[src/hdl/cpc_pkg.sv]
// Package: shared types, constants and helper functions for the cursor pixel converter.
`default_nettype none

package cpc_pkg;

    // Palette store geometry
    localparam int LOW_SLOT_COUNT  = 10;
    localparam int HIGH_SLOT_START = 246;
    localparam int STORE_DEPTH     = LOW_SLOT_COUNT + 256 - HIGH_SLOT_START;
    localparam int IDX_W           = $clog2(STORE_DEPTH);
    localparam int CNT_W           = $clog2(STORE_DEPTH + 1);

    // Distances never exceed 3*255, so 10 bits suffice
    localparam int DIST_W = 10;

    // Operation codes
    localparam logic OP_CONVERT = 1'b0;
    localparam logic OP_LOAD    = 1'b1;

    // Conversion modes (three behaves as direct)
    localparam logic [1:0] MODE_MONO    = 2'd0;
    localparam logic [1:0] MODE_PALETTE = 2'd1;
    localparam logic [1:0] MODE_DIRECT  = 2'd2;

    // Register indexes
    localparam logic REG_CONVERSION_MODE = 1'b0;

    // Mono mode thresholds
    localparam logic [7:0]  MONO_MASK_ALPHA = 8'd10;
    localparam logic [11:0] LEVEL_STEP      = 12'd766;

    typedef struct packed {
        logic       operation;
        logic [7:0] red;
        logic [7:0] green;
        logic [7:0] blue;
        logic [7:0] alpha;
        logic [5:0] column;
        logic [5:0] image_row;
        logic [7:0] palette_slot;
    } pixel_t;

    typedef struct packed {
        logic        mask_bit;
        logic        xor_bit;
        logic [31:0] color_word;
    } result_t;

    // Sequencer to search unit
    typedef struct packed {
        logic             clear;
        logic             step;
        logic [IDX_W-1:0] index;
    } search_ctrl_t;

    function automatic logic [7:0] dither_pattern(input logic [2:0] level);
        logic [7:0] pat;
        case (level)
            3'd0:    pat = 8'h00;
            3'd1:    pat = 8'h11;
            3'd2:    pat = 8'h55;
            3'd3:    pat = 8'h77;
            default: pat = 8'hff;
        endcase
        return pat;
    endfunction

    function automatic logic [7:0] slot_of_entry(input logic [IDX_W-1:0] e);
        logic [7:0] slot;
        if (int'(e) < LOW_SLOT_COUNT) begin
            slot = 8'(e);
        end else begin
            slot = 8'(HIGH_SLOT_START) + 8'(e) - 8'(LOW_SLOT_COUNT);
        end
        return slot;
    endfunction

endpackage

`default_nettype wire

[src/hdl/cpc_palette_store.sv]
// Palette store: register file of RGB entries, cleared at reset, registered read.
`default_nettype none

module cpc_palette_store (
    input  wire logic                     aclk,
    input  wire logic                     aresetn,
    input  wire logic                     wr_en,
    input  wire logic [cpc_pkg::IDX_W-1:0] wr_addr,
    input  wire logic [23:0]              wr_data,
    input  wire logic [cpc_pkg::IDX_W-1:0] rd_addr,
    output logic      [23:0]              rd_data_reg
);

    logic [23:0] entry_reg [cpc_pkg::STORE_DEPTH];

    always_ff @(posedge aclk) begin
        if (!aresetn) begin
            for (int i = 0; i < cpc_pkg::STORE_DEPTH; i++) begin
                entry_reg[i] <= '0;
            end
        end else if (wr_en) begin
            entry_reg[wr_addr] <= wr_data;
        end
    end

    // rd_addr only ever runs below the depth
    always_ff @(posedge aclk) begin
        rd_data_reg <= entry_reg[rd_addr];
    end

endmodule

`default_nettype wire

[src/hdl/cpc_search_unit.sv]
// Shared distance unit: Manhattan distance of one entry per cycle, keeps running minimum.
`default_nettype none

module cpc_search_unit (
    input  wire logic                         aclk,
    input  wire cpc_pkg::search_ctrl_t        ctrl,
    input  wire logic [7:0]                   red,
    input  wire logic [7:0]                   green,
    input  wire logic [7:0]                   blue,
    input  wire logic [23:0]                  entry,
    output logic      [cpc_pkg::IDX_W-1:0]    best_index_reg
);

    logic [cpc_pkg::DIST_W-1:0] best_dist_reg;
    logic [7:0]                 diff_r, diff_g, diff_b;
    logic [cpc_pkg::DIST_W-1:0] cur_dist;

    always_comb begin
        diff_r   = (red   > entry[23:16]) ? red   - entry[23:16] : entry[23:16] - red;
        diff_g   = (green > entry[15:8])  ? green - entry[15:8]  : entry[15:8]  - green;
        diff_b   = (blue  > entry[7:0])   ? blue  - entry[7:0]   : entry[7:0]   - blue;
        cur_dist = cpc_pkg::DIST_W'(diff_r) + cpc_pkg::DIST_W'(diff_g)
                 + cpc_pkg::DIST_W'(diff_b);
    end

    // Strict less-than: earliest entry wins a tie. All-ones start beats no real distance.
    always_ff @(posedge aclk) begin
        if (ctrl.clear) begin
            best_dist_reg  <= '1;
            best_index_reg <= '0;
        end else if (ctrl.step && (cur_dist < best_dist_reg)) begin
            best_dist_reg  <= cur_dist;
            best_index_reg <= ctrl.index;
        end
    end

endmodule

`default_nettype wire

[src/hdl/cursor_pixel_converter.sv]
// Top level: cursor pixel converter with sequencer, configuration port and output register.
//
//  channel  | ports              | direction | word
//  ---------+--------------------+-----------+------------------------------------
//  input    | s_valid/s_ready    | in        | cpc_pkg::pixel_t (convert or load)
//  result   | m_valid/m_ready    | out       | cpc_pkg::result_t, one per convert
//  config   | psel/penable/...   | in        | conversion_mode at byte address 0
//
//  Load words are written to the store in the accept cycle; the block is ready again next.
//  Mono and direct words: result computed at accept and registered, then handed to the
//  output register from the finish state once it is free; the next word goes in after.
//  Palette words: the shared distance unit walks the 20 stored entries, one a cycle,
//  behind the store's registered read; the search state then hands over to the finish
//  state, which loads the output register once it is free and then returns to idle.
//  Reset (aresetn low, synchronous) clears the store, the mode and all control state.
//  A result waiting on m_ready does not block the next accept; only a second finished
//  result holds in the finish state until the output register frees.
`default_nettype none

module cursor_pixel_converter (
    input  wire logic             aclk,
    input  wire logic             aresetn,
    input  wire logic             s_valid,
    output logic                  s_ready,
    input  wire cpc_pkg::pixel_t  s_data,
    output logic                  m_valid,
    input  wire logic             m_ready,
    output cpc_pkg::result_t      m_data,
    input  wire logic             psel,
    input  wire logic             penable,
    input  wire logic             pwrite,
    input  wire logic [2:0]       paddr,
    input  wire logic [31:0]      pwdata,
    output logic      [31:0]      prdata,
    output logic                  pready
);

    // Sequencer states
    localparam logic [1:0] ST_IDLE   = 2'd0;
    localparam logic [1:0] ST_SEARCH = 2'd1;
    localparam logic [1:0] ST_FINISH = 2'd2;

    logic [1:0]                  state_reg, state_next;
    logic [cpc_pkg::CNT_W-1:0]   cnt_reg, cnt_next;
    logic [1:0]                  mode_reg;
    cpc_pkg::pixel_t             pix_reg;
    cpc_pkg::result_t            res_reg;
    cpc_pkg::result_t            out_reg;
    logic                        out_valid_reg;

    logic                        s_accept;
    logic                        out_load;

    // ---------------- configuration port ----------------
    assign pready = 1'b1;

    always_ff @(posedge aclk) begin
        if (!aresetn) begin
            mode_reg <= cpc_pkg::MODE_MONO;
        end else if (psel && penable && pwrite && pready
                     && (paddr[2] == cpc_pkg::REG_CONVERSION_MODE)) begin
            mode_reg <= pwdata[1:0];
        end
    end

    always_comb begin
        prdata = '0;
        if (paddr[2] == cpc_pkg::REG_CONVERSION_MODE) begin
            prdata = {30'd0, mode_reg};
        end
    end

    // ---------------- input side ----------------
    assign s_ready  = (state_reg == ST_IDLE);
    assign s_accept = s_valid && s_ready;

    // Slot to store entry mapping; slots in the gap are dropped
    logic                      slot_low, slot_high;
    logic [cpc_pkg::IDX_W-1:0] wr_addr;
    logic                      wr_en;

    always_comb begin
        slot_low  = (int'(s_data.palette_slot) < cpc_pkg::LOW_SLOT_COUNT);
        slot_high = (int'(s_data.palette_slot) >= cpc_pkg::HIGH_SLOT_START);
        if (slot_low) begin
            wr_addr = cpc_pkg::IDX_W'(s_data.palette_slot);
        end else begin
            wr_addr = cpc_pkg::IDX_W'(cpc_pkg::LOW_SLOT_COUNT)
                    + cpc_pkg::IDX_W'(s_data.palette_slot - 8'(cpc_pkg::HIGH_SLOT_START));
        end
        wr_en = s_accept && (s_data.operation == cpc_pkg::OP_LOAD) && (slot_low || slot_high);
    end

    // ---------------- mono / direct result at accept ----------------
    logic [9:0]  sum_rgb;
    logic [11:0] bright;
    logic [2:0]  level;
    logic [2:0]  phase;
    logic [7:0]  pattern;
    cpc_pkg::result_t quick_res;

    always_comb begin
        sum_rgb = 10'(s_data.red) + 10'(s_data.green) + 10'(s_data.blue);
        bright  = {sum_rgb, 2'b00} + 12'(sum_rgb);
        // (sum*5)/766 by threshold compares; at most 4 for any 8-bit inputs
        level   = 3'(bright >= cpc_pkg::LEVEL_STEP)
                + 3'(bright >= 12'(2 * 766))
                + 3'(bright >= 12'(3 * 766))
                + 3'(bright >= 12'(4 * 766));
        phase   = s_data.column[2:0] + s_data.image_row[2:0];
        pattern = cpc_pkg::dither_pattern(level);

        quick_res = '0;
        case (mode_reg)
            cpc_pkg::MODE_MONO: begin
                if (s_data.alpha < cpc_pkg::MONO_MASK_ALPHA) begin
                    quick_res.mask_bit = 1'b1;
                end else begin
                    quick_res.xor_bit = pattern[phase];
                end
            end
            cpc_pkg::MODE_PALETTE: begin
                quick_res.mask_bit = (s_data.alpha == 8'd0);
            end
            default: begin
                quick_res.color_word = {s_data.alpha, s_data.red, s_data.green, s_data.blue};
            end
        endcase
    end

    // ---------------- store and search unit ----------------
    logic [23:0]               entry_data;
    logic [cpc_pkg::IDX_W-1:0] rd_addr;
    logic [cpc_pkg::IDX_W-1:0] best_index;
    cpc_pkg::search_ctrl_t     search_ctrl;

    // Read address leads the processed index by one: store read is registered.
    // Once the count reaches the depth the read parks on entry 0.
    assign rd_addr = (cnt_reg < cpc_pkg::CNT_W'(cpc_pkg::STORE_DEPTH))
                   ? cnt_reg[cpc_pkg::IDX_W-1:0] : '0;

    always_comb begin
        search_ctrl.clear = s_accept;
        search_ctrl.step  = (state_reg == ST_SEARCH) && (cnt_reg != '0);
        search_ctrl.index = cpc_pkg::IDX_W'(cnt_reg - cpc_pkg::CNT_W'(1));
    end

    cpc_palette_store u_store (
        .aclk        (aclk),
        .aresetn     (aresetn),
        .wr_en       (wr_en),
        .wr_addr     (wr_addr),
        .wr_data     ({s_data.red, s_data.green, s_data.blue}),
        .rd_addr     (rd_addr),
        .rd_data_reg (entry_data)
    );

    cpc_search_unit u_search (
        .aclk           (aclk),
        .ctrl           (search_ctrl),
        .red            (pix_reg.red),
        .green          (pix_reg.green),
        .blue           (pix_reg.blue),
        .entry          (entry_data),
        .best_index_reg (best_index)
    );

    // ---------------- sequencer ----------------
    assign out_load = (state_reg == ST_FINISH) && (!out_valid_reg || m_ready);

    always_comb begin
        state_next = state_reg;
        cnt_next   = cnt_reg;
        case (state_reg)
            ST_IDLE: begin
                if (s_accept && (s_data.operation == cpc_pkg::OP_CONVERT)) begin
                    cnt_next = '0;
                    if (mode_reg == cpc_pkg::MODE_PALETTE) begin
                        state_next = ST_SEARCH;
                    end else begin
                        state_next = ST_FINISH;
                    end
                end
            end
            ST_SEARCH: begin
                // last entry is compared in the cycle the count reaches the depth
                if (cnt_reg == cpc_pkg::CNT_W'(cpc_pkg::STORE_DEPTH)) begin
                    state_next = ST_FINISH;
                end else begin
                    cnt_next = cnt_reg + cpc_pkg::CNT_W'(1);
                end
            end
            ST_FINISH: begin
                if (out_load) begin
                    state_next = ST_IDLE;
                end
            end
            default: begin
                state_next = ST_IDLE;
            end
        endcase
    end

    always_ff @(posedge aclk) begin
        if (!aresetn) begin
            state_reg <= ST_IDLE;
            cnt_reg   <= '0;
        end else begin
            state_reg <= state_next;
            cnt_reg   <= cnt_next;
        end
    end

    // Pixel and early result held for the length of the word
    always_ff @(posedge aclk) begin
        if (s_accept) begin
            pix_reg <= s_data;
            res_reg <= quick_res;
        end
    end

    // ---------------- output register ----------------
    cpc_pkg::result_t final_res;

    always_comb begin
        final_res = res_reg;
        if (mode_reg == cpc_pkg::MODE_PALETTE) begin
            final_res.color_word = {24'd0, cpc_pkg::slot_of_entry(best_index)};
        end
    end

    always_ff @(posedge aclk) begin
        if (!aresetn) begin
            out_valid_reg <= 1'b0;
        end else if (out_load) begin
            out_valid_reg <= 1'b1;
        end else if (m_ready) begin
            out_valid_reg <= 1'b0;
        end
    end

    always_ff @(posedge aclk) begin
        if (out_load) begin
            out_reg <= final_res;
        end
    end

    assign m_valid = out_valid_reg;
    assign m_data  = out_reg;

endmodule

`default_nettype wire
[config.mk]
export PLATFORM = sky130hd
export DESIGN_NAME = cursor_pixel_converter
export DESIGN_NICKNAME = d
export VERILOG_FILES = /design/src/hdl/cpc_pkg.sv /design/src/hdl/cpc_palette_store.sv /design/src/hdl/cpc_search_unit.sv /design/src/hdl/cursor_pixel_converter.sv
export SDC_FILE = /design/constraint.sdc
export NUM_CORES = 1
export LEC_CHECK = 0
export BUFFER_PORTS_ARGS = -buffer_cell sky130_fd_sc_hd__buf_2
export CAP_MARGIN = 20
export CORE_MARGIN = 5
export CORE_UTILIZATION = 45
export DETAILED_ROUTE_END_ITERATION = 7
export PLACE_DENSITY_LB_ADDON = 0.12
export SYNTH_ARGS = -nofsm -noshare
export SYNTH_HDL_FRONTEND = slang
export SYNTH_SLANG_ARGS = --single-unit
[constraint.sdc]
create_clock -name aclk -period 10.9 [get_ports aclk]
set_clock_uncertainty 0.05 [all_clocks]
set_input_delay 1.09 -clock aclk [delete_from_list [all_inputs] [get_ports aclk]]
set_output_delay 1.09 -clock aclk [all_outputs]
set_load 0.01 [all_outputs]
-- Word-level counts from Yosys, hierarchy flattened
Memories as Yosys holds them, arrays and structs flattened. A register that Yosys moved wholly into a read port is not among the register bits.
Cells that the tools add are included.
- output and inout bits: 69
- register bits after elaboration: 117
- memory bits (writable): 480
- memories: 1
- input bits: 95
- memory list (memory ; words ; width ; rd ports ; clocked after Yosys merged registers in ; wr ports ; line ; text):
    u_store.entry_reg ; 20 ; 24 ; 1 ; 1 ; 20 ; cpc_palette_store.sv:14 ; logic [23:0] entry_reg [cpc_pkg::STORE_DEPTH];
- $add $sub $neg: 21
- mux-type cells: 30
- $lt $le $gt $ge: 14
- bitwise gates (word level): 3
- reduce and logical (&&, ||, !) cells: 25
- equality and inequality tests: 11
- operators with widths (cell ; count):
    subtractor 8 bit ; 6
    two-way mux 8 bit ; 5
    one-hot mux 8 bit (4 select lines) ; 1
    two-way mux 5 bit ; 5
    >= comparator 12 bit, second input constant ; 2
    greater-than comparator 8 bit ; 3
    two-way mux 24 bit ; 1
    OR reduction 24 bit ; 1
    adder 8 x 8 -> 9 bit ; 2
    less-than comparator 8 x 4 -> 1 bit, second input constant ; 2
    adder 12 x 10 -> 12 bit ; 1
    >= comparator 12 x 10 -> 1 bit, second input constant ; 1
    >= comparator 12 x 11 -> 1 bit, second input constant ; 1
    adder 10 x 8 -> 10 bit ; 1
    adder 9 x 8 -> 10 bit ; 1
    logical AND 1 bit ; 10
    less-than comparator 10 bit ; 1
    two-way mux 2 bit ; 5
    one-hot mux 5 bit (2 select lines) ; 1
    two-way mux 1 bit ; 9
    >= comparator 8 bit, second input constant ; 1
    logical NOT 8 bit ; 1
    subtractor 7 x 5 -> 8 bit, second input constant ; 1
    adder 5 x 6 -> 7 bit, first input constant ; 1
    30 further kinds ; 41

-- Depth between registers and ports, before layout
Gate-level depths: netlist of run 1.
- depth in word-level cells: 11
- gate-level depth with buffers: 30
- gate-level depth less buffers: 29

-- Hierarchy
A second synthesis of run 1 with hierarchy kept.
- cell total of the unflattened synthesis: 3255
- area, all modules: 42963.7 um^2
- by module, submodules not included (module ; times used ; area each (um^2) ; cells an instance ; sequential area each (um^2)):
    cpc_palette_store ; 1 ; 33857.5 ; 2309 ; 23542.6
    cursor_pixel_converter ; 1 ; 5575.3 ; 477 ; 2962.8
    cpc_search_unit ; 1 ; 3530.9 ; 469 ; 300.3

-- Least setup slack after synthesis of run 1
OpenSTA, ideal clock, no wires.
- path kind: input to register
- from: input s_data[29] in the netlist's numbering
- to: register res_reg (netlist bit final_res[32]) (data pin)
- library setup time: 190 ps
- stages: 24
- path slack: 4458 ps
- data arrival time: 6202 ps
- data required time: 10660 ps
- cell sequence: inv_1 -> clkbuf_1 -> fa_1 -> inv_1 -> ha_1 -> fa_1 -> xnor2_1 -> inv_1 -> ha_1 -> a21o_1 -> a21oi_1 -> a211o_2 -> a31oi_1 -> and3_1 -> or2_2 -> o21ai_0 -> nor2_1 -> fa_1 -> inv_1 -> ha_1 -> ha_1 -> o21a_1 -> mux2i_1 -> a2111oi_2
- word-level cells in the longest chain between the ends: 10
- ends and longest elaborated chain (item ; line ; text):
    from (decl) ; cursor_pixel_converter.sv:25 ; input wire cpc_pkg::pixel_t s_data,
    adder 9 x 8 -> 10 bit * ; cursor_pixel_converter.sv:103 ; sum_rgb = 10'(s_data.red) + 10'(s_data.green) + 10'(s_data.blue);
    adder 12 x 10 -> 12 bit * ; cursor_pixel_converter.sv:104 ; bright = {sum_rgb, 2'b00} + 12'(sum_rgb);
    >= comparator 12 x 10 -> 1 bit or >= comparator 12 x 11 -> 1 bit (tied branches) ; cursor_pixel_converter.sv:106, cursor_pixel_converter.sv:107 ;
    adder 1 x 1 -> 2 bit ; cursor_pixel_converter.sv:107 ; + 3'(bright >= 12'(2 * 766))
    adder 2 x 1 -> 3 bit ; cursor_pixel_converter.sv:108 ; + 3'(bright >= 12'(3 * 766))
    adder 3 x 1 -> 3 bit * ; cursor_pixel_converter.sv:109 ; + 3'(bright >= 12'(4 * 766));
    equality test 3 x 2 -> 1 bit (tied with other cells) ; cpc_pkg.sv:58 ; case (level)
    one-hot mux 8 bit (4 select lines) * ; cpc_pkg.sv:58 ;
    binary-select mux 1 bit (select 3 bit) * ; cursor_pixel_converter.sv:119 ; quick_res.xor_bit = pattern[phase];
    two-way mux 1 bit (not written as such) * ; cursor_pixel_converter.sv:119 ;
    to (signal assigned) ; cursor_pixel_converter.sv:218 ; res_reg <= quick_res;
    to (decl) ; cursor_pixel_converter.sv:47 ; cpc_pkg::result_t res_reg;
Mark *: on every way between the ends. The rest lies on a longest branch, timed or not. The select of a mux whose other input is x is not followed.
A chain may end at the register's enable or synchronous reset.

-- Worst setup path in the final report of run 1
- from: input s_data[37] in the netlist's numbering
- to: register res_reg (netlist bit final_res[32]) (data pin)
- word-level cells in the longest chain between the ends: 11
- ends and longest elaborated chain (item ; line):
    adder 8 x 8 -> 9 bit * ; cursor_pixel_converter.sv:103
    adder 9 x 8 -> 10 bit * ; cursor_pixel_converter.sv:103
    adder 12 x 10 -> 12 bit * ; cursor_pixel_converter.sv:104
    >= comparator 12 x 10 -> 1 bit or >= comparator 12 x 11 -> 1 bit (tied branches) ; cursor_pixel_converter.sv:106, cursor_pixel_converter.sv:107
    adder 1 x 1 -> 2 bit ; cursor_pixel_converter.sv:107
    adder 2 x 1 -> 3 bit ; cursor_pixel_converter.sv:108
    adder 3 x 1 -> 3 bit * ; cursor_pixel_converter.sv:109
    equality test 3 x 2 -> 1 bit (tied with other cells) ; cpc_pkg.sv:58
    one-hot mux 8 bit (4 select lines) * ; cpc_pkg.sv:58
    binary-select mux 1 bit (select 3 bit) * ; cursor_pixel_converter.sv:119
    two-way mux 1 bit (not written as such) * ; cursor_pixel_converter.sv:119
Marked as above.

==> flow_metrics.py, run 1 <==
metrics = {
    "run_status": {
        "outcome": "finished clean",
    },
    "global_route": {
        "grt_first_pass_wirelength_mm": 144.3,
        "overflow": 0,
        "grt_antenna_before_repair": 8,
        "grt_util_met3_pct": 4.601,
        "busiest_layer": "met2",
        "track_usage_pct": 23.48,
        "grt_use_met2_pct": 37.31,
        "grt_max_degree": 102,
        "grt_pass1_vias": 22114,
        "grt_use_met1_pct": 32.25,
    },
    "clock_tree": {
        "cts-root-buf": "clkbuf_16",
        "clockBufferDepth": 3,
        "cts_hold_buffers": 0,
        "clk_latency_ns": 0.63,
        "post_cts_buffers": 0,
        "cts_resized": 0,
        "tritoncts": "yes",
        "clk_pin_slew_worst_paths_ns": 0.06,
        "clock-sinks": 717,
        "cts_max_level": 3,
        "cts_buffers": 77,
    },
    "finish": {
        "fin_nets": 3008,
        "layout-drive-gt1-share_pct": 14.57,
        "area_delta_synth_final_pct": 11.94,
        "largest_reg_flops": 576,
    },
    "timing": {
        "setup_slack_ns": 3.767,
        "hold_viol": 0,
        "hold_slack_ns": 0.3638,
        "slew_headroom_pct": 24.66,
        "maxSlewViolCount": 0,
        "finalCritPeriodShare_pct": 65.44,
        "tns_ns": 0,
        "rsz0062_at_grt": "false",
        "min_period_ns": 7.133,
        "worst_pin_slew_ns": 1.116,
        "max_freq_ghz": 0.1402,
        "setup_viol": 0,
    },
    "logic_synthesis": {
        "syn_avg_cell_area_um2": 12.57,
        "yosysSeqAreaShare_pct": 60.30,
        "synth_cell_types": 70,
        "synth-edff-count": 668,
        "synth_warnings": 0,
        "synthArstFlopShare_pct": 0,
        "ys_ff_latch": 717,
        "syn-instance-count": 2775,
        "synth_area_um2": 34890,
        "synth_ff_type": "edfxtp_1",
    },
    "power": {
        "ir_drop_v": 0.0001749,
        "leakage_nw": 14.40,
        "pwr_density_cell_nw_per_um2": 178.1,
    },
    "die": {
        "start_util_pct": 45.19,
        "num_rows": 102,
        "ioPinCount": 164,
        "die-area_um2": 83210,
        "die_h_um": 288.5,
        "die_w_um": 288.5,
        "coreArea_um2": 77210,
    },
    "critical_path": {
        "endpoint_kind": "flip-flop",
        "critPathRequiredTime_ns": 11.27,
        "slowest_delay_ns": 0.70,
        "cp_max_fo": 21,
        "crit_type": "in -> reg",
        "crit_slowest_cell": "fa_1",
        "path_buf_inv": 5,
        "critPathArrivalTime_ns": 7.50,
        "cp_top_family": "adder cells",
        "cp-start-kind": "primary input",
    },
    "placed_design": {
        "gp_congestion": 0.8347,
        "numPortBuffers": 92,
        "post-place-ws_ns": 3.192,
        "hpwl_mm": 57.97,
    },
    "routing": {
        "routedWlPerCell_um": 25.34,
        "drc": 0,
        "vias": 22537,
        "viasPerCell": 5.771,
        "firstDrtPassIters": 5,
        "finalWirelength_mm": 98.96,
        "drt-initial-drc-count": 1772,
        "antenna_left": 0,
    },
    "job": {
        "cap_violations": 0,
    },
    "hold_path": {
        "hold_class": "reg -> reg",
    },
}
-- worst paths after layout --
| kind | slack (ns) | cells after the start | start | endpoint |
|---|---|---|---|---|
| worst max register to register | 4.27 | 29 | pix_reg[36]$_DFFE_PP_ | u_search.best_index_reg[1]$_SDFFE_PP0P_ |
| worst min-delay path | 0.36 | 0 | final_res[33]$_DFFE_PP_ | m_data[33]$_DFFE_PP_ |
| worst max-delay path | 3.77 | 25 | s_data[37] | final_res[32]$_SDFFCE_PP0P_ |
| worst min register to register | 0.36 | 0 | final_res[33]$_DFFE_PP_ | m_data[33]$_DFFE_PP_ |
-- layer usage --
layer	wire, um	part of all wire (%)
met3	6798	6.9
met4	4052	4.1
met1	41670	42
met5	20	0.020
met2	46420	47
-- cells in the final DEF, fill, tap and decap left out, types with 7 or more instances in the layout --
cell type	count
a2111oi_0	24
a211oi_1	7
a21o_1	36
a21oi_1	53
a31oi_1	27
and2_1	421
and3_1	28
buf_2	92
buf_4	63
clkbuf_1	21
clkbuf_16	79
clkinv_1	13
clkinv_2	11
conb_1	31
dfxtp_1	48
edfxtp_1	668
fa_1	19
ha_1	94
inv_1	107
mux2_2	13
mux2i_1	43
mux4_2	72
nand2_1	134
nand3_1	58
nand4_1	11
nor2_1	121
nor2b_1	9
nor3_1	129
o211ai_1	15
o21a_1	8
o21ai_0	140
o21ai_1	7
o21ai_4	18
o21bai_1	7
o221ai_1	48
o311ai_0	24
xnor2_1	26
xor2_1	27
-- worst register-to-register path: cells and delay by family (launching register included) --
| kind | cells | cell delay (ns) |
|---|---|---|
| fa+ha+maj | 5 | 1.52 |
| compound gates | 15 | 2.91 |
| buf+inv | 4 | 0.59 |
| simple gates | 2 | 0.47 |
| xor+xnor | 2 | 0.27 |
| flops | 1 | 0.39 |
| mux | 1 | 0.28 |
-- synthesized netlist by cell type (all sizes together) (19+ instances only) --
cell | number | share of area, %
mux2i | 43 | 1.2
nand2 | 135 | 1.5
nand3 | 60 | 0.87
o21ai | 167 | 2.4
xor2 | 27 | 0.68
a31oi | 30 | 0.54
clkbuf | 182 | 2.0
edfxtp | 668 | 57
mux4 | 72 | 4.6
a2111oi | 26 | 0.67
o311ai | 24 | 0.60
a21oi | 58 | 0.89
and3 | 29 | 0.53
o221ai | 48 | 1.2
buf | 66 | 1.1
ha | 94 | 3.4
fa | 19 | 1.1
inv | 108 | 1.2
nor2 | 125 | 1.3
nor3 | 132 | 2.0
dfxtp | 49 | 2.8
a21o | 36 | 0.77
and2 | 421 | 7.5
xnor2 | 26 | 0.65
-- power by group --
part	leakage (nW)	total (W)	internal (W)	switching (W)
Clock	1.20	0.00257	0.00147	0.00110
Sequential	7.01	0.00314	0.00311	0.0000282
Combinational	6.19	0.00125	0.000480	0.000771
-- cells by family (layout without fill, tap and decap cells) --
group	Yosys count	in the layout	share of synthesized area [%]
xor+xnor	53	53	1.330
flops	717	717	60.30
buf+inv	357	415	4.271
compound gates	455	455	8.660
other cells	2	34	0.02152
mux	128	128	6.300
simple gates	950	950	14.66
fa+ha+maj	113	113	4.461
-- stage by stage --
stage               power [W]  utilization, %  std cells  area [um2]
finish               0.006956           50.59       3905       39060
global route         0.007245           50.58       3902       39050
CTS                  0.007009           50.51       3897       39000
detailed placement   0.004440           47.32       3756       36540
global placement     0.004414           47.28       3752       36510
floorplan            0.004084               -       2804       35000
-- area by class of cell --
class / count / area [um2]
Inverter: 109 / 409.1
Clock inverter: 37 / 352.8
Tap cell: 1040 / 1301
Sequential cell: 717 / 21040
Clock buffer: 104 / 2111
Antenna cell: 3 / 7.507
Multi-Input combinational cell: 1730 / 12790
Timing Repair Buffer: 165 / 1049
Fill cell: 6675 / 38150
Note: power is estimated with default switching activity, not from simulation.
==> run 2, diff against run 1 <==
--- a/config.mk
+++ b/config.mk
@@ -5,6 +5,7 @@
 export SDC_FILE = /design/constraint.sdc
 export NUM_CORES = 1
 export LEC_CHECK = 0
+export ABC_AREA = 1
 export BUFFER_PORTS_ARGS = -buffer_cell sky130_fd_sc_hd__buf_2
 export CAP_MARGIN = 20
 export CORE_MARGIN = 5
==> constraint.sdc (replaced) <==
create_clock -name aclk -period 6.24 [get_ports aclk]
set_clock_uncertainty 0.05 [all_clocks]
set_input_delay 0.624 -clock aclk [delete_from_list [all_inputs] [get_ports aclk]]
set_output_delay 0.624 -clock aclk [all_outputs]
set_load 0.01 [all_outputs]
==> run 2 against run 1 <==
  * Global-route usage grew 0.25 points
  * Utilization shrank 0.14 points
  * Sequential cell count is the same
  * Combinational power grew to 2.9 times the previous value
  * Final cell count grew 12%
  * Final area shrank 1.7%
  * Power grew 97%
  * Via count grew 8.5%
  * Largest cell class unchanged
  * Largest power group unchanged
  * Highest routed layer is now met4
==> flow_metrics.py, run 2 <==
metrics = {
    "die": {
        "die_h_um": 287.2,
        "die-area_um2": 82500,
        "coreArea_um2": 76080,
        "ioPinCount": 164,
        "start_util_pct": 45.46,
        "num_rows": 101,
        "die_w_um": 287.2,
    },
    "timing": {
        "hold_viol": 0,
        "min_period_ns": 5.756,
        "setup_slack_ns": 0.4838,
        "setup_viol": 0,
        "finalCritPeriodShare_pct": 92.25,
        "slew_headroom_pct": 27.88,
        "maxSlewViolCount": 0,
        "max_freq_ghz": 0.1737,
        "worst_pin_slew_ns": 1.081,
    },
    "clock_tree": {
        "tritoncts": "yes",
        "clk_latency_ns": 0.63,
        "cts_hold_buffers": 0,
        "cts_max_level": 3,
        "clock-sinks": 717,
        "clockBufferDepth": 3,
        "cts-root-buf": "clkbuf_16",
        "clk_pin_slew_worst_paths_ns": 0.06,
        "cts_buffers": 80,
    },
    "critical_path": {
        "critPathRequiredTime_ns": 6.73,
        "crit_type": "reg -> reg",
        "cp_max_fo": 22,
        "critPathArrivalTime_ns": 6.25,
        "slowest_delay_ns": 0.39,
        "crit_slowest_cell": "edfxtp_1",
        "cp-start-kind": "flip-flop",
        "endpoint_kind": "flip-flop",
        "crit_path_frequent_cell": "nand2_1",
    },
    "logic_synthesis": {
        "synth_warnings": 0,
        "synthArstFlopShare_pct": 0,
        "ys_ff_latch": 717,
        "syn_avg_cell_area_um2": 10.54,
        "synth_cell_types": 54,
        "synth_most_common_cell": "edfxtp_1",
        "synth_ff_type": "edfxtp_1",
        "yosys.area.top_type": "edfxtp_1",
        "synth-edff-count": 668,
        "yosysTopAreaCellShare_pct": 58.00,
        "synth_area_leaders": "edfxtp_1 58%, nor2_1 6.8%, nand2_1 3.8%",
        "syn-instance-count": 3280,
        "yosysSeqAreaShare_pct": 60.84,
        "synthTopCellsByCount": "668 x edfxtp_1, 629 x nor2_1, 352 x nand2_1, 264 x o21ai_0, 259 x inv_1",
        "synth_area_um2": 34580,
    },
    "finish": {
        "seq_area_um2": 21050,
        "largest_reg_flops": 576,
        "num-fill-cells": 6889,
        "final_common_cell": "edfxtp_1",
        "fin_nets": 3505,
        "multi_input_area_um2": 11400,
        "layout-drive-gt1-share_pct": 12.32,
        "area_delta_synth_final_pct": 10.98,
        "fin_util_pct": 50.45,
        "layout_common_cells": "668 x edfxtp_1, 621 x nor2_1, 352 x nand2_1, 262 x o21ai_0, 258 x inv_1",
    },
    "routing": {
        "antenna_left": 0,
        "firstDrtPassIters": 7,
        "viasPerCell": 5.568,
        "drc": 0,
        "routedWlPerCell_um": 22.79,
        "drt-initial-drc-count": 2112,
        "finalWirelength_mm": 100.1,
        "vias": 24451,
    },
    "global_route": {
        "grt_antenna_before_repair": 1,
        "grt_first_pass_wirelength_mm": 148.3,
        "overflow": 0,
        "grt_pass1_vias": 24024,
        "grt_max_degree": 146,
        "track_usage_pct": 23.73,
    },
    "power": {
        "leakage_nw": 15.15,
        "pwr_density_cell_nw_per_um2": 356.3,
        "p_int_w": 0.009436,
        "seq_power_share_pct": 40.4,
        "ir_drop_v": 0.0002299,
        "clkPwrFrac_pct": 33.5,
        "combPwrFrac_pct": 26.1,
        "switching_share_pct": 30.99,
        "power.switching_w": 0.004237,
    },
    "placed_design": {
        "numPortBuffers": 92,
        "post-place-ws_ns": 0.3065,
        "hpwl_mm": 61.47,
        "gp_congestion": 0.8526,
    },
    "job": {
        "cap_violations": 0,
    },
    "hold_path": {
        "hold_class": "in -> reg",
    },
    "run_status": {
        "outcome": "finished clean",
    },
}
-- run 2: cell count changes in the layout (fill, tap and decap cells not counted), moves of 119 or more --
cell     delta
a21oi_1   +133
and2_1    -421
inv_1     +151
nand2_1   +218
nor2_1    +500
nor3_1    -119
o21ai_0   +122
-- run 2: layout make-up --
| cell class | instances | share of cell area [%] |
|---|---|---|
| sequential | 717 | 54.83 |
| multi-input combinational | 2070 | 29.71 |
| clock buffer | 101 | 5.555 |
| tap | 1030 | 3.358 |
| timing repair buffer | 165 | 2.905 |
| inverter | 263 | 2.592 |
| clock inverter | 44 | 1.037 |
| antenna | 1 | 0.006520 |
-- run 2: through the flow --
stage | hold slack [ns] | cell area, um2 | power, W | TNS, ns | std cells
after global routing | 0.2157 | 38380 | 0.01439 | -0.04728 | 4390
after detailed placement | 0.3597 | 35660 | 0.009056 | 0 | 4239
after CTS | 0.2006 | 38190 | 0.01362 | 0 | 4384
after floorplan | 0.3503 | 34690 | 0.008117 | 0 | 3309
final | 0.2375 | 38380 | 0.01367 | 0 | 4391
after global placement | 0.3569 | 35630 | 0.008994 | 0 | 4238
-- run 2: worst paths after layout --
kind                                             startpoint  cells after the start  slack, ns                                     end
worst max register to register        pix_reg[36]$_DFFE_PP_                     39       0.48  u_search.best_dist_reg[2]$_SDFFE_PP1P_
worst max-delay path                  pix_reg[36]$_DFFE_PP_                     39       0.48  u_search.best_dist_reg[2]$_SDFFE_PP1P_
worst min-delay path                             s_data[22]                      3       0.24               res_reg[26]$_SDFFCE_PP0P_
worst min register to register  final_res[32]$_SDFFCE_PP0P_                      0       0.37                    m_data[32]$_DFFE_PP_
-- run 2: cell families after synthesis --
family / share of synthesized area, %
muxes: 1.892
other: 0.02172
adders and majority gates: 4.501
DFF: 60.84
AOI/OAI and AO/OA: 11.92
buffers and inverters: 6.852
xor gates and xnor gates: 1.035
and+or+nand+nor: 12.94
-- run 2: worst max-delay path: cells and delay by family (launching register included) --
family                     cells  cell delay (ns)
AOI/OAI and AO/OA             13             1.58
and+or+nand+nor               10             0.79
DFF                            1             0.39
buffers and inverters          8             0.86
xor gates and xnor gates       3             0.61
adders and majority gates      5             1.40
-- run 2: what timing repair did --
| action | in CTS | in global routing |
|---|---|---|
| endpoints found under the setup margin | 0 | 14 |
| endpoints found under the hold margin | 0 | 0 |
| resized for setup | 0 | 16 |
| setup buffers | 0 | 2 |
-- run 2: power by group through the flow --
stage                     Sequential (W)  Combinational [W]  Clock [W]
after floorplan                  0.00561            0.00251          0
after global placement           0.00562            0.00338          0
after detailed placement         0.00562            0.00343          0
after CTS                        0.00552            0.00346    0.00465
after global routing             0.00554            0.00399    0.00486
final                            0.00552            0.00357    0.00458
-- run 2: per-layer routing --
metal	up-vias	part of all wire (%)	GRT usage, %	routed length, um
met5	-	0	0	0
met4	0	3.8	8.708	3797
met3	166	5.9	3.402	5915
met2	836	49	40.91	49250
met1	12129	41	30.67	41110
li1	11320	-	-	-
==> run 3, diff against run 2 <==
--- a/config.mk
+++ b/config.mk
@@ -11,7 +11,7 @@
 export CORE_MARGIN = 5
 export CORE_UTILIZATION = 45
 export DETAILED_ROUTE_END_ITERATION = 7
-export PLACE_DENSITY_LB_ADDON = 0.12
+export PLACE_DENSITY = 0.71
 export SYNTH_ARGS = -nofsm -noshare
 export SYNTH_HDL_FRONTEND = slang
 export SYNTH_SLANG_ARGS = --single-unit
==> run 3 against run 2 <==
  * First-iteration DRC count grew 41%
  * Sequential power about the same
  * Final area decreased by 0.46%
  * Die area is the same
  * Power is 2.7% lower
  * Largest cell class unchanged
  * Sequential share of layout area up 0.25 points
  * Via count grew 0.20%
==> flow_metrics.py, run 3 (synthesis gave the netlist of run 2 again) <==
metrics = {
    "run_status": {
        "outcome": "finished clean",
    },
    "global_route": {
        "grt_pass1_vias": 22611,
        "track_usage_pct": 21.66,
        "overflow": 0,
        "grt_antenna_before_repair": 3,
        "grt_max_degree": 193,
        "grt_first_pass_wirelength_mm": 136.9,
    },
    "clock_tree": {
        "cts_hold_buffers": 0,
        "clock-sinks": 717,
        "cts-root-buf": "clkbuf_16",
        "clockBufferDepth": 3,
        "clk_latency_ns": 0.62,
        "tritoncts": "yes",
        "clk_pin_slew_worst_paths_ns": 0.06,
        "cts_buffers": 73,
        "cts_max_level": 3,
    },
    "timing": {
        "worst_pin_slew_ns": 1.145,
        "min_period_ns": 5.725,
        "setup_viol": 0,
        "rsz0062_at_grt": "false",
        "tns_ns": 0,
        "maxSlewViolCount": 0,
        "hold_viol": 0,
        "slew_headroom_pct": 23.61,
        "finalCritPeriodShare_pct": 91.75,
        "max_freq_ghz": 0.1747,
    },
    "finish": {
        "largest_reg_flops": 576,
        "final_area_um2": 38200,
        "fin_nets": 3499,
        "seq_area_um2": 21050,
        "area_delta_synth_final_pct": 10.47,
        "layout-drive-gt1-share_pct": 12.40,
        "layout_common_cells": "668 x edfxtp_1, 621 x nor2_1, 352 x nand2_1, 262 x o21ai_0, 257 x inv_1",
        "num-fill-cells": 6625,
        "multi_input_area_um2": 11360,
        "antenna_cells": 0,
        "final_common_cell": "edfxtp_1",
    },
    "placed_design": {
        "numPortBuffers": 92,
        "hpwl_mm": 54.91,
        "placed_area_um2": 35650,
        "gp_congestion": 0.8793,
    },
    "power": {
        "p_int_w": 0.009288,
        "seq_power_share_pct": 41.5,
        "leakage_nw": 15.09,
        "combPwrFrac_pct": 25.2,
        "pwr_density_cell_nw_per_um2": 348.2,
        "ir_drop_v": 0.0002968,
        "power.switching_w": 0.004014,
        "clkPwrFrac_pct": 33.3,
        "switching_share_pct": 30.18,
    },
    "die": {
        "start_util_pct": 45.46,
        "die_w_um": 287.2,
        "die-area_um2": 82500,
        "die_h_um": 287.2,
        "coreArea_um2": 76080,
        "ioPinCount": 164,
        "num_rows": 101,
    },
    "critical_path": {
        "critPathRequiredTime_ns": 6.69,
        "slowest_delay_ns": 0.43,
        "endpoint_kind": "flip-flop",
        "cp_max_fo": 16,
        "critPathArrivalTime_ns": 6.17,
        "path_buf_inv": 6,
        "cp-start-kind": "flip-flop",
        "cp_top_family": "adder cells",
        "crit_slowest_cell": "fa_2",
        "crit_type": "reg -> reg",
    },
    "routing": {
        "firstDrtPassIters": 6,
        "drc": 0,
        "antenna_left": 0,
        "viasPerCell": 5.599,
        "vias": 24501,
        "drt-initial-drc-count": 2983,
        "finalWirelength_mm": 91.86,
        "routedWlPerCell_um": 20.99,
    },
    "job": {
        "cap_violations": 0,
    },
    "hold_path": {
        "hold_class": "in -> reg",
    },
}
==> run 3: per-stage QoR <==
| stage | cells | util [%] | worst slack, ns | hold slack [ns] | power (W) |
|---|---|---|---|---|---|
| 4_1_cts | 4368 | 50.05 | 0.1657 | 0.2041 | 0.01326 |
| 3_3_place_gp | 4238 | 46.86 | 0.2562 | 0.3542 | 0.008810 |
| 5_1_grt | 4376 | 50.22 | 0.001017 | 0.2315 | 0.01403 |
| 6_report | 4376 | 50.22 | 0.5146 | 0.2339 | 0.01330 |
| 2_1_floorplan | 3309 | - | 0.6707 | 0.3503 | 0.008117 |
| 3_5_place_dp | 4238 | 46.86 | 0.1880 | 0.3690 | 0.008877 |
==> run 3: timing repair <==
action / 4_1_cts / 5_1_grt
setup endpoints to repair: 0 / 15
gates resized for setup: 0 / 13
setup buffers: 0 / 6
==> run 3: cell type report <==
class                           count  share of cell area (%)
Multi-Input combinational cell   2070                   29.74
Tap cell                         1030                   3.373
Clock buffer                       90                   5.162
Timing Repair Buffer              166                   2.830
Inverter                          263                   2.610
Sequential cell                   717                   55.09
Clock inverter                     40                   1.192
==> run 3: worst register-to-register path, delay by kind of cell, from the launching register on <==
kind,cells,cell delay [ns]
buf+inv,6,0.54
xor+xnor,1,0.20
compound gates,10,1.32
simple gates,12,1.12
flops,1,0.39
mux,1,0.37
fa+ha+maj,5,1.60
==> run 3: metal layers <==
metal	GRT usage [%]	routed length [um]	part of all wire, %
met1	29.56	35700	39
met2	34.46	42590	46
met3	3.172	8839	9.6
met4	10.02	4728	5.1
met5	0	0	0
==> run 3: power groups by stage <==
stage	registers, W	clock network [W]	logic (W)
2_1_floorplan	0.00561	0	0.00251
3_3_place_gp	0.00561	0	0.00320
3_5_place_dp	0.00562	0	0.00326
4_1_cts	0.00552	0.00447	0.00327
5_1_grt	0.00554	0.00468	0.00381
6_report	0.00552	0.00443	0.00335
==> run 3: worst paths after layout <==
kind,from,end,slack (ns),cells past startpoint
worst max register to register,pix_reg[36]$_DFFE_PP_,u_search.best_dist_reg[9]$_SDFFE_PP1P_,0.51,35
worst max-delay path,pix_reg[36]$_DFFE_PP_,u_search.best_dist_reg[9]$_SDFFE_PP1P_,0.51,35
worst min-delay path,s_data[24],res_reg[28]$_SDFFCE_PP0P_,0.23,3
worst min register to register,final_res[33]$_DFFE_PP_,m_data[33]$_DFFE_PP_,0.38,0
